==> src/design/ltdht_pkg.sv <==
// Shared types and constants for the layer table with damage box and hit test.
// No dependencies; every other file uses this package.
`default_nettype none

package ltdht_pkg;

  // Table size and coordinate width
  localparam int MAX_LAYERS = 16;
  localparam int COORD_BITS = 16;

  // Fixed field widths
  localparam int ID_W   = 16;
  localparam int Z_W    = 16;
  localparam int SIZE_W = 15;
  localparam int OPV_W  = 16;
  localparam int OPA_W  = 8;
  localparam int DMG_W  = 17;

  localparam logic [OPA_W-1:0] OPACITY_MAX = 8'd255;

  // Derived widths: table index, fill count, right/bottom edges, box extents
  localparam int IDX_W  = (MAX_LAYERS > 1) ? $clog2(MAX_LAYERS) : 1;
  localparam int CNT_W  = $clog2(MAX_LAYERS + 1);
  localparam int SUM_W  = ((COORD_BITS > SIZE_W) ? COORD_BITS : SIZE_W + 1) + 1;
  localparam int DIFF_W = SUM_W + 1;

  // Command codes
  typedef enum logic [2:0] {
    OP_ADD     = 3'd0,
    OP_MOVE    = 3'd1,
    OP_OPACITY = 3'd2,
    OP_CLEAR   = 3'd3,
    OP_HIT     = 3'd4
  } ltdht_op_t;

  // One command beat
  typedef struct packed {
    logic [2:0]                   opcode;
    logic [ID_W-1:0]              layer_id;
    logic signed [Z_W-1:0]        z_order;
    logic signed [COORD_BITS-1:0] pos_x;
    logic signed [COORD_BITS-1:0] pos_y;
    logic [SIZE_W-1:0]            width;
    logic [SIZE_W-1:0]            height;
    logic signed [OPV_W-1:0]      opacity_value;
    logic signed [COORD_BITS-1:0] point_x;
    logic signed [COORD_BITS-1:0] point_y;
  } ltdht_item_t;

  // One result beat
  typedef struct packed {
    logic                         status;
    logic                         hit_found;
    logic [ID_W-1:0]              hit_layer_id;
    logic                         damage_valid;
    logic signed [COORD_BITS-1:0] damage_x;
    logic signed [COORD_BITS-1:0] damage_y;
    logic [DMG_W-1:0]             damage_w;
    logic [DMG_W-1:0]             damage_h;
  } ltdht_result_t;

  // Controller to datapath
  typedef struct packed {
    logic load;       // capture the accepted command
    logic scan;       // walk the table one entry
    logic merge_old;  // merge the found entry's rectangle
    logic merge_new;  // merge the moved rectangle and store the new position
    logic apply;      // add an entry or clear the damage box
    logic out_load;   // load the result register
  } ltdht_cmd_t;

  // Datapath to controller
  typedef struct packed {
    logic scan_end;   // index has reached the fill count
    logic id_match;   // entry at index carries the command's id
  } ltdht_stat_t;

endpackage

`default_nettype wire

==> src/design/ltdht_datapath.sv <==
// Datapath: command register, layer table, scan index, hit search, damage box
// and result register. Depends on ltdht_pkg; driven by ltdht_ctrl commands.
`default_nettype none

module ltdht_datapath (
  input  logic                     clk,
  input  logic                     rst,
  input  ltdht_pkg::ltdht_cmd_t    cmd,
  input  ltdht_pkg::ltdht_item_t   item,
  output ltdht_pkg::ltdht_stat_t   stat,
  output ltdht_pkg::ltdht_result_t result
);
  import ltdht_pkg::*;

  typedef logic signed [COORD_BITS-1:0] coord_t;
  typedef logic signed [SUM_W-1:0]      sum_t;
  typedef logic signed [DIFF_W-1:0]     diff_t;
  typedef logic signed [Z_W:0]          zbest_t;

  // Captured command
  logic [2:0]        op;
  logic [ID_W-1:0]   id;
  logic signed [Z_W-1:0] z;
  coord_t            px, py, qx, qy;
  logic [SIZE_W-1:0] w, h;
  logic [OPA_W-1:0]  opa;
  logic              fail;

  // Layer table
  logic [ID_W-1:0]       tbl_id  [MAX_LAYERS];
  logic signed [Z_W-1:0] tbl_z   [MAX_LAYERS];
  coord_t                tbl_x   [MAX_LAYERS];
  coord_t                tbl_y   [MAX_LAYERS];
  logic [SIZE_W-1:0]     tbl_w   [MAX_LAYERS];
  logic [SIZE_W-1:0]     tbl_h   [MAX_LAYERS];
  logic [OPA_W-1:0]      tbl_opa [MAX_LAYERS];
  logic [CNT_W-1:0]      count;

  // Scan state
  logic [CNT_W-1:0] idx;
  logic [IDX_W-1:0] sel;
  zbest_t           best_z;
  logic             best_found;
  logic [ID_W-1:0]  best_id;

  // Damage box
  coord_t box_left, box_top;
  sum_t   box_right, box_bottom;
  logic   box_pending;

  logic             is_find, is_hit, full;
  logic [OPA_W-1:0] opa_clamp;
  sum_t             ex_r, ey_b;
  logic             pt_in, z_wins;
  coord_t           mx, my;
  sum_t             mr, mb;
  diff_t            dw, dh;

  assign sel     = idx[IDX_W-1:0];
  assign is_find = (op == OP_MOVE) || (op == OP_OPACITY);
  assign is_hit  = (op == OP_HIT);
  assign full    = (count >= CNT_W'(MAX_LAYERS));

  assign stat.scan_end = (idx >= count);
  assign stat.id_match = (tbl_id[sel] == id);

  // Opacity clamp to 0..255
  always_comb begin
    if (item.opacity_value < 0) begin
      opa_clamp = '0;
    end else if (item.opacity_value > $signed({{(OPV_W-OPA_W){1'b0}}, OPACITY_MAX})) begin
      opa_clamp = OPACITY_MAX;
    end else begin
      opa_clamp = item.opacity_value[OPA_W-1:0];
    end
  end

  // Containment of the hit point in the entry at the scan index
  assign ex_r   = sum_t'(tbl_x[sel]) + sum_t'({1'b0, tbl_w[sel]});
  assign ey_b   = sum_t'(tbl_y[sel]) + sum_t'({1'b0, tbl_h[sel]});
  assign pt_in  = (qx >= tbl_x[sel]) && (sum_t'(qx) < ex_r) &&
                  (qy >= tbl_y[sel]) && (sum_t'(qy) < ey_b);
  assign z_wins = (zbest_t'(tbl_z[sel]) > best_z);

  // Rectangle to merge: found entry, or its new position on the second merge
  always_comb begin
    mx = cmd.merge_new ? px : tbl_x[sel];
    my = cmd.merge_new ? py : tbl_y[sel];
    mr = sum_t'(mx) + sum_t'({1'b0, tbl_w[sel]});
    mb = sum_t'(my) + sum_t'({1'b0, tbl_h[sel]});
  end

  // Command capture, scan and fail flag
  always_ff @(posedge clk) begin
    if (rst) begin
      fail       <= 1'b0;
      idx        <= '0;
      best_found <= 1'b0;
    end else if (cmd.load) begin
      op         <= item.opcode;
      id         <= item.layer_id;
      z          <= item.z_order;
      px         <= item.pos_x;
      py         <= item.pos_y;
      w          <= item.width;
      h          <= item.height;
      opa        <= opa_clamp;
      qx         <= item.point_x;
      qy         <= item.point_y;
      idx        <= '0;
      best_z     <= '1;
      best_found <= 1'b0;
      best_id    <= '0;
      fail       <= ((item.opcode == OP_ADD) && full) || (item.opcode > OP_HIT);
    end else if (cmd.scan) begin
      if (stat.scan_end) begin
        if (is_find) begin
          fail <= 1'b1;
        end
      end else if (is_hit) begin
        if (pt_in && z_wins) begin
          best_z     <= zbest_t'(tbl_z[sel]);
          best_id    <= tbl_id[sel];
          best_found <= 1'b1;
        end
        idx <= idx + 1'b1;
      end else if (!stat.id_match) begin
        idx <= idx + 1'b1;
      end
    end
  end

  // Table writes
  always_ff @(posedge clk) begin
    if (cmd.apply && (op == OP_ADD) && !full) begin
      tbl_id[count[IDX_W-1:0]]  <= id;
      tbl_z[count[IDX_W-1:0]]   <= z;
      tbl_x[count[IDX_W-1:0]]   <= px;
      tbl_y[count[IDX_W-1:0]]   <= py;
      tbl_w[count[IDX_W-1:0]]   <= w;
      tbl_h[count[IDX_W-1:0]]   <= h;
      tbl_opa[count[IDX_W-1:0]] <= OPACITY_MAX;
    end
    if (cmd.merge_old && (op == OP_OPACITY)) begin
      tbl_opa[sel] <= opa;
    end
    if (cmd.merge_new) begin
      tbl_x[sel] <= px;
      tbl_y[sel] <= py;
    end
  end

  // Fill count and damage box
  always_ff @(posedge clk) begin
    if (rst) begin
      count       <= '0;
      box_pending <= 1'b0;
      box_left    <= '0;
      box_top     <= '0;
      box_right   <= '0;
      box_bottom  <= '0;
    end else begin
      if (cmd.apply && (op == OP_ADD) && !full) begin
        count <= count + 1'b1;
      end
      if (cmd.apply && (op == OP_CLEAR)) begin
        box_pending <= 1'b0;
      end
      if (cmd.merge_old || cmd.merge_new) begin
        box_pending <= 1'b1;
        if (!box_pending || (mx < box_left))  box_left   <= mx;
        if (!box_pending || (my < box_top))   box_top    <= my;
        if (!box_pending || (mr > box_right)) box_right  <= mr;
        if (!box_pending || (mb > box_bottom)) box_bottom <= mb;
      end
    end
  end

  // Result register
  assign dw = diff_t'(box_right) - diff_t'(box_left);
  assign dh = diff_t'(box_bottom) - diff_t'(box_top);

  always_ff @(posedge clk) begin
    if (cmd.out_load) begin
      result.status       <= fail;
      result.hit_found    <= best_found;
      result.hit_layer_id <= best_id;
      result.damage_valid <= box_pending;
      result.damage_x     <= box_pending ? box_left : '0;
      result.damage_y     <= box_pending ? box_top  : '0;
      result.damage_w     <= box_pending ? dw[DMG_W-1:0] : '0;
      result.damage_h     <= box_pending ? dh[DMG_W-1:0] : '0;
    end
  end

endmodule

`default_nettype wire

==> config.mk <==
export PLATFORM = sky130hd
export DESIGN_NAME = ltdht_datapath
export DESIGN_NICKNAME = d
export VERILOG_FILES = /design/src/design/ltdht_pkg.sv /design/src/design/ltdht_datapath.sv
export SDC_FILE = /design/constraint.sdc
export NUM_CORES = 2
export LEC_CHECK = 0
export BUFFER_PORTS_ARGS = -buffer_cell sky130_fd_sc_hd__buf_2
export CELL_PAD_IN_SITES_DETAIL_PLACEMENT = 0
export CELL_PAD_IN_SITES_GLOBAL_PLACEMENT = 1
export CORE_MARGIN = 1
export CORE_UTILIZATION = 59
export CTS_CLUSTER_DIAMETER = 40
export DETAILED_ROUTE_END_ITERATION = 6
export HOLD_SLACK_MARGIN = 0.12
export PLACE_DENSITY = 0.95
export SYNTH_ARGS = -nofsm -noshare
export SYNTH_HDL_FRONTEND = slang
export SYNTH_SLANG_ARGS = --single-unit
==> constraint.sdc <==
create_clock -name clk -period 26.6 [get_ports clk]
set_clock_uncertainty 0.1 [all_clocks]
set_input_delay 7.98 -clock clk [delete_from_list [all_inputs] [get_ports clk]]
set_output_delay 7.98 -clock clk [all_outputs]
set_load 0.005 [all_outputs]
==> summary.txt <==
Drt
  – Total iterations of the first detailed-routing run: 7
  – DRT antenna net count: 0
  – Routed wire length: 198,000 um
  – DR WL/cell: 32.2 um
  – Initial DRC Count: 5,966
  – Drt drc: 2
  – Vias/cell: 6.80
  – Vias: 41,900

Die
  – Die area: 0.131 mm2
  – Chip Height: 361 um
  – Std-Cell Rows: 131
  – Initial Utilization: 59.6%
  – Die X: 361 um
  – CORE AREA: 0.128 mm2
  – Top Ports: 240

Yosys
  – Top cell type's share of synthesized area: 68.9%
  – Post-synth top flop: edfxtp_1
  – Seq/Total Area, Yosys: 71.1%
  – Post-synthesis compound-gate area fraction: 3.40%
  – Mux share of post-synthesis cell area: 14.7%
  – Post-synth top cells: 1,750 x edfxtp_1, 448 x mux4_2, 249 x ha_1
  – Unique masters post-synth: 71
  – Post-synth top area cell: edfxtp_1
  – Synth area leaders: edfxtp_1 69%, mux4_2 13%, ha_1 4.1%
  – #FFs+latches synth: 1,833
  – Synth Area in Adders: 4.24%
  – Post-synth EDFFs: 1,750
  – Cell with the most instances after synthesis: edfxtp_1
  – Largest family of logic cells by synthesized area: multiplexers
  – Synth Instances: 3,989
  – Syn_area_per_cell: 19.1 um2
  – Post-Synth Simple-Gate Area: 3.54%
  – Net Count, Synth: 4,397
  – Post-Syn Area: 0.0762 mm2
  – Post-synthesis xor/xnor area fraction: 1.15%
  – Share of flip-flops with an asynchronous set or reset: 0%
  – Yosys warnings: 0

Timing
  – TNS Setup: 0 ns
  – Fin. Hold Viols: 0
  – Fin crit period: 14.19 ns
  – Worst Tran Pin Value: 1.40 ns
  – Max-slew headroom: 5.91%
  – Final period util: 53.3%
  – Setup Viol. Count Final: 0
  – Setup ws final: 12.41 ns
  – Max Slew Vio Count: 0
  – FMAX: 70.5 MHz
  – RSZ-0062 raised after global routing: no

Hold path
  – HP Start: best_id[9]
  – Min-Delay Path Class: reg -> reg
  – Hold depth: 0

CTS
  – Cts bufs inserted: 201
  – Clk buf depth: 3
  – Post-CTS setup buffers: 0
  – Skew-Pair Late Insertion Delay: 0.83 ns
  – H-tree depth: 4
  – Clock Pin Slew Worst Setup and Hold Paths: 0.07 ns
  – Hold_buf cts: 0
  – Root cell of the clock tree: clkbuf_16
  – CTS sink cnt: 1,833
  – CTS tree: done
  – Post-cts repair resize count: 0

Critical path
  – Critical path launch point type: flop
  – Crit Path Max Fanout: 107
  – Worst EP required: 18.52 ns
  – Worst Reg-to-Reg Cells: 23
  – Worst EP arrival: 6.11 ns
  – Crit. End Element: output port
  – Setup CP Type: reg -> out

GRT
  – GRT met1 Usage: 39.0%
  – M2 GR Usage: 48.0%
  – First-pass GRT wire length: 286,000 um
  – GR Util All Layers: 30.5%
  – Most used routing layer: met2
  – Pin count of the biggest net entering global routing: 120
  – Initial antenna violation count: 13
  – Total grt overflow: 0
  – Met3 usage: 7.73%
  – Vias in the first global route: 42,800

Cells and area
  – Ratio of cells with drive above 1 in the final layout: 25.3%
  – # nets final: 4,733
  – Area grow syn2layout: 13.3%

Placement
  – Final HPWL DP: 106,000 um
  – Port bufs: 223
  – Setup WS pre-CTS: 12.70 ns
  – Routability congestion estimate from global placement: 0.891

Power and ir drop
  – P per Cell Area: 77.0 mW/mm2
  – Lkg Pwr: 28.8 nW
  – VDD IR-drop max: 0.0000626 V

Run status
  – Failing checks: design-rule violations
  – Status: complete, but fails checks

Job
  – Max-cap violations: 0
-- placed cells by master, fill, tap and decap left out, types with 56 or more instances in the layout --
cell type  netlist  layout
dfxtp_1         83      78
mux2i_1         94      94
and2_1          56      56
ha_1           249     249
mux4_2         448     448
clkbuf_16        0     204
buf_4           10      56
buf_2           59     221
xnor2_1         65      65
nor2_1         150     133
a21oi_1         86      85
edfxtp_1      1750    1750
inv_1          174     174
nand2_1        103     103
o21ai_0         87      87
-- registers in the layout, indices dropped and copies added, names as in the netlist, 5 cells and up, named ones only --
| register | flops |
|---|---|
| tbl_id | 256 |
| tbl_x | 256 |
| tbl_y | 256 |
| tbl_z | 256 |
| tbl_h | 240 |
| tbl_w | 240 |
| result | 85 |
| box_bottom | 17 |
| box_right | 17 |
| best_id | 16 |
| best_z | 16 |
| box_left | 16 |
| box_top | 16 |
| id | 16 |
| px | 16 |
| py | 16 |
| qx | 16 |
| qy | 16 |
| z | 16 |
| h | 15 |
| w | 15 |
| count | 5 |
| idx | 5 |
-- layer usage --
layer  vias to the layer above  share of wire (%)
li1                      16800                  -
met1                     21200                 35
met2                      3140                 47
met3                       735                 11
met4                        16                6.4
met5                         -              0.052
-- worst max-delay path, stage by stage (launching register included) --
cell and delay [ns]:
dfxtp_4 0.95, buf_12 0.62, mux4_2 0.60, mux2i_1 0.14, mux2i_1 0.15, xor2_1 0.22
or4_1 0.56, nor4_1 0.83, nor4bb_1 0.74, buf_2 0.23
-- kinds of logic (layout without fill, tap and decap cells) --
logic type	Yosys count	count (layout)
buf+inv	322	830
other cells	0	2
mux	552	552
simple gates	541	541
xor+xnor	100	100
fa+ha+maj	255	255
compound gates	386	386
flops	1833	1833
-- worst paths after layout --
kind / slack (ns) / endpoint
setup / recovery: 12.41 / stat[0]
hold / removal: 0.32 / result[76]
setup reg to reg: 15.79 / best_z[7]
hold reg to reg: 0.32 / result[76]
-- report_power, final --
part | switching, mW | internal [mW] | leakage, nW | total, mW
clock | 1.21 | 1.65 | 3.31 | 2.86
sequential | 0.0712 | 3.23 | 16.6 | 3.31
combinational | 0.281 | 0.208 | 8.84 | 0.489
total | 1.56 | 5.09 | 28.8 | 6.65
-- area by class of cell --
cell class | instances | area, um2
sequential | 1833 | 54200
timing repair buffer | 281 | 1610
antenna | 2 | 5.00
fill | 7543 | 41500
multi-input combinational | 1834 | 21000
clock buffer | 233 | 5220
tap | 1662 | 2080
clock inverter | 142 | 1610
inverter | 174 | 653
-- metrics by stage --
stage | instances | hold slack, ns | total power [mW] | area (um2) | utilization [%]
3_3_place_gp | 5784 | 0.304 | 3.81 | 79600 | 62.2
3_5_place_dp | 5784 | 0.305 | 3.83 | 79600 | 62.2
2_1_floorplan | 3989 | 0.300 | 3.67 | 76200 | -
5_1_grt | 6160 | 0.328 | 6.82 | 86400 | 67.6
4_1_cts | 6159 | 0.321 | 6.66 | 86400 | 67.6
6_report | 6161 | 0.317 | 6.65 | 86400 | 67.6
(Power assumes the default switching activity.)
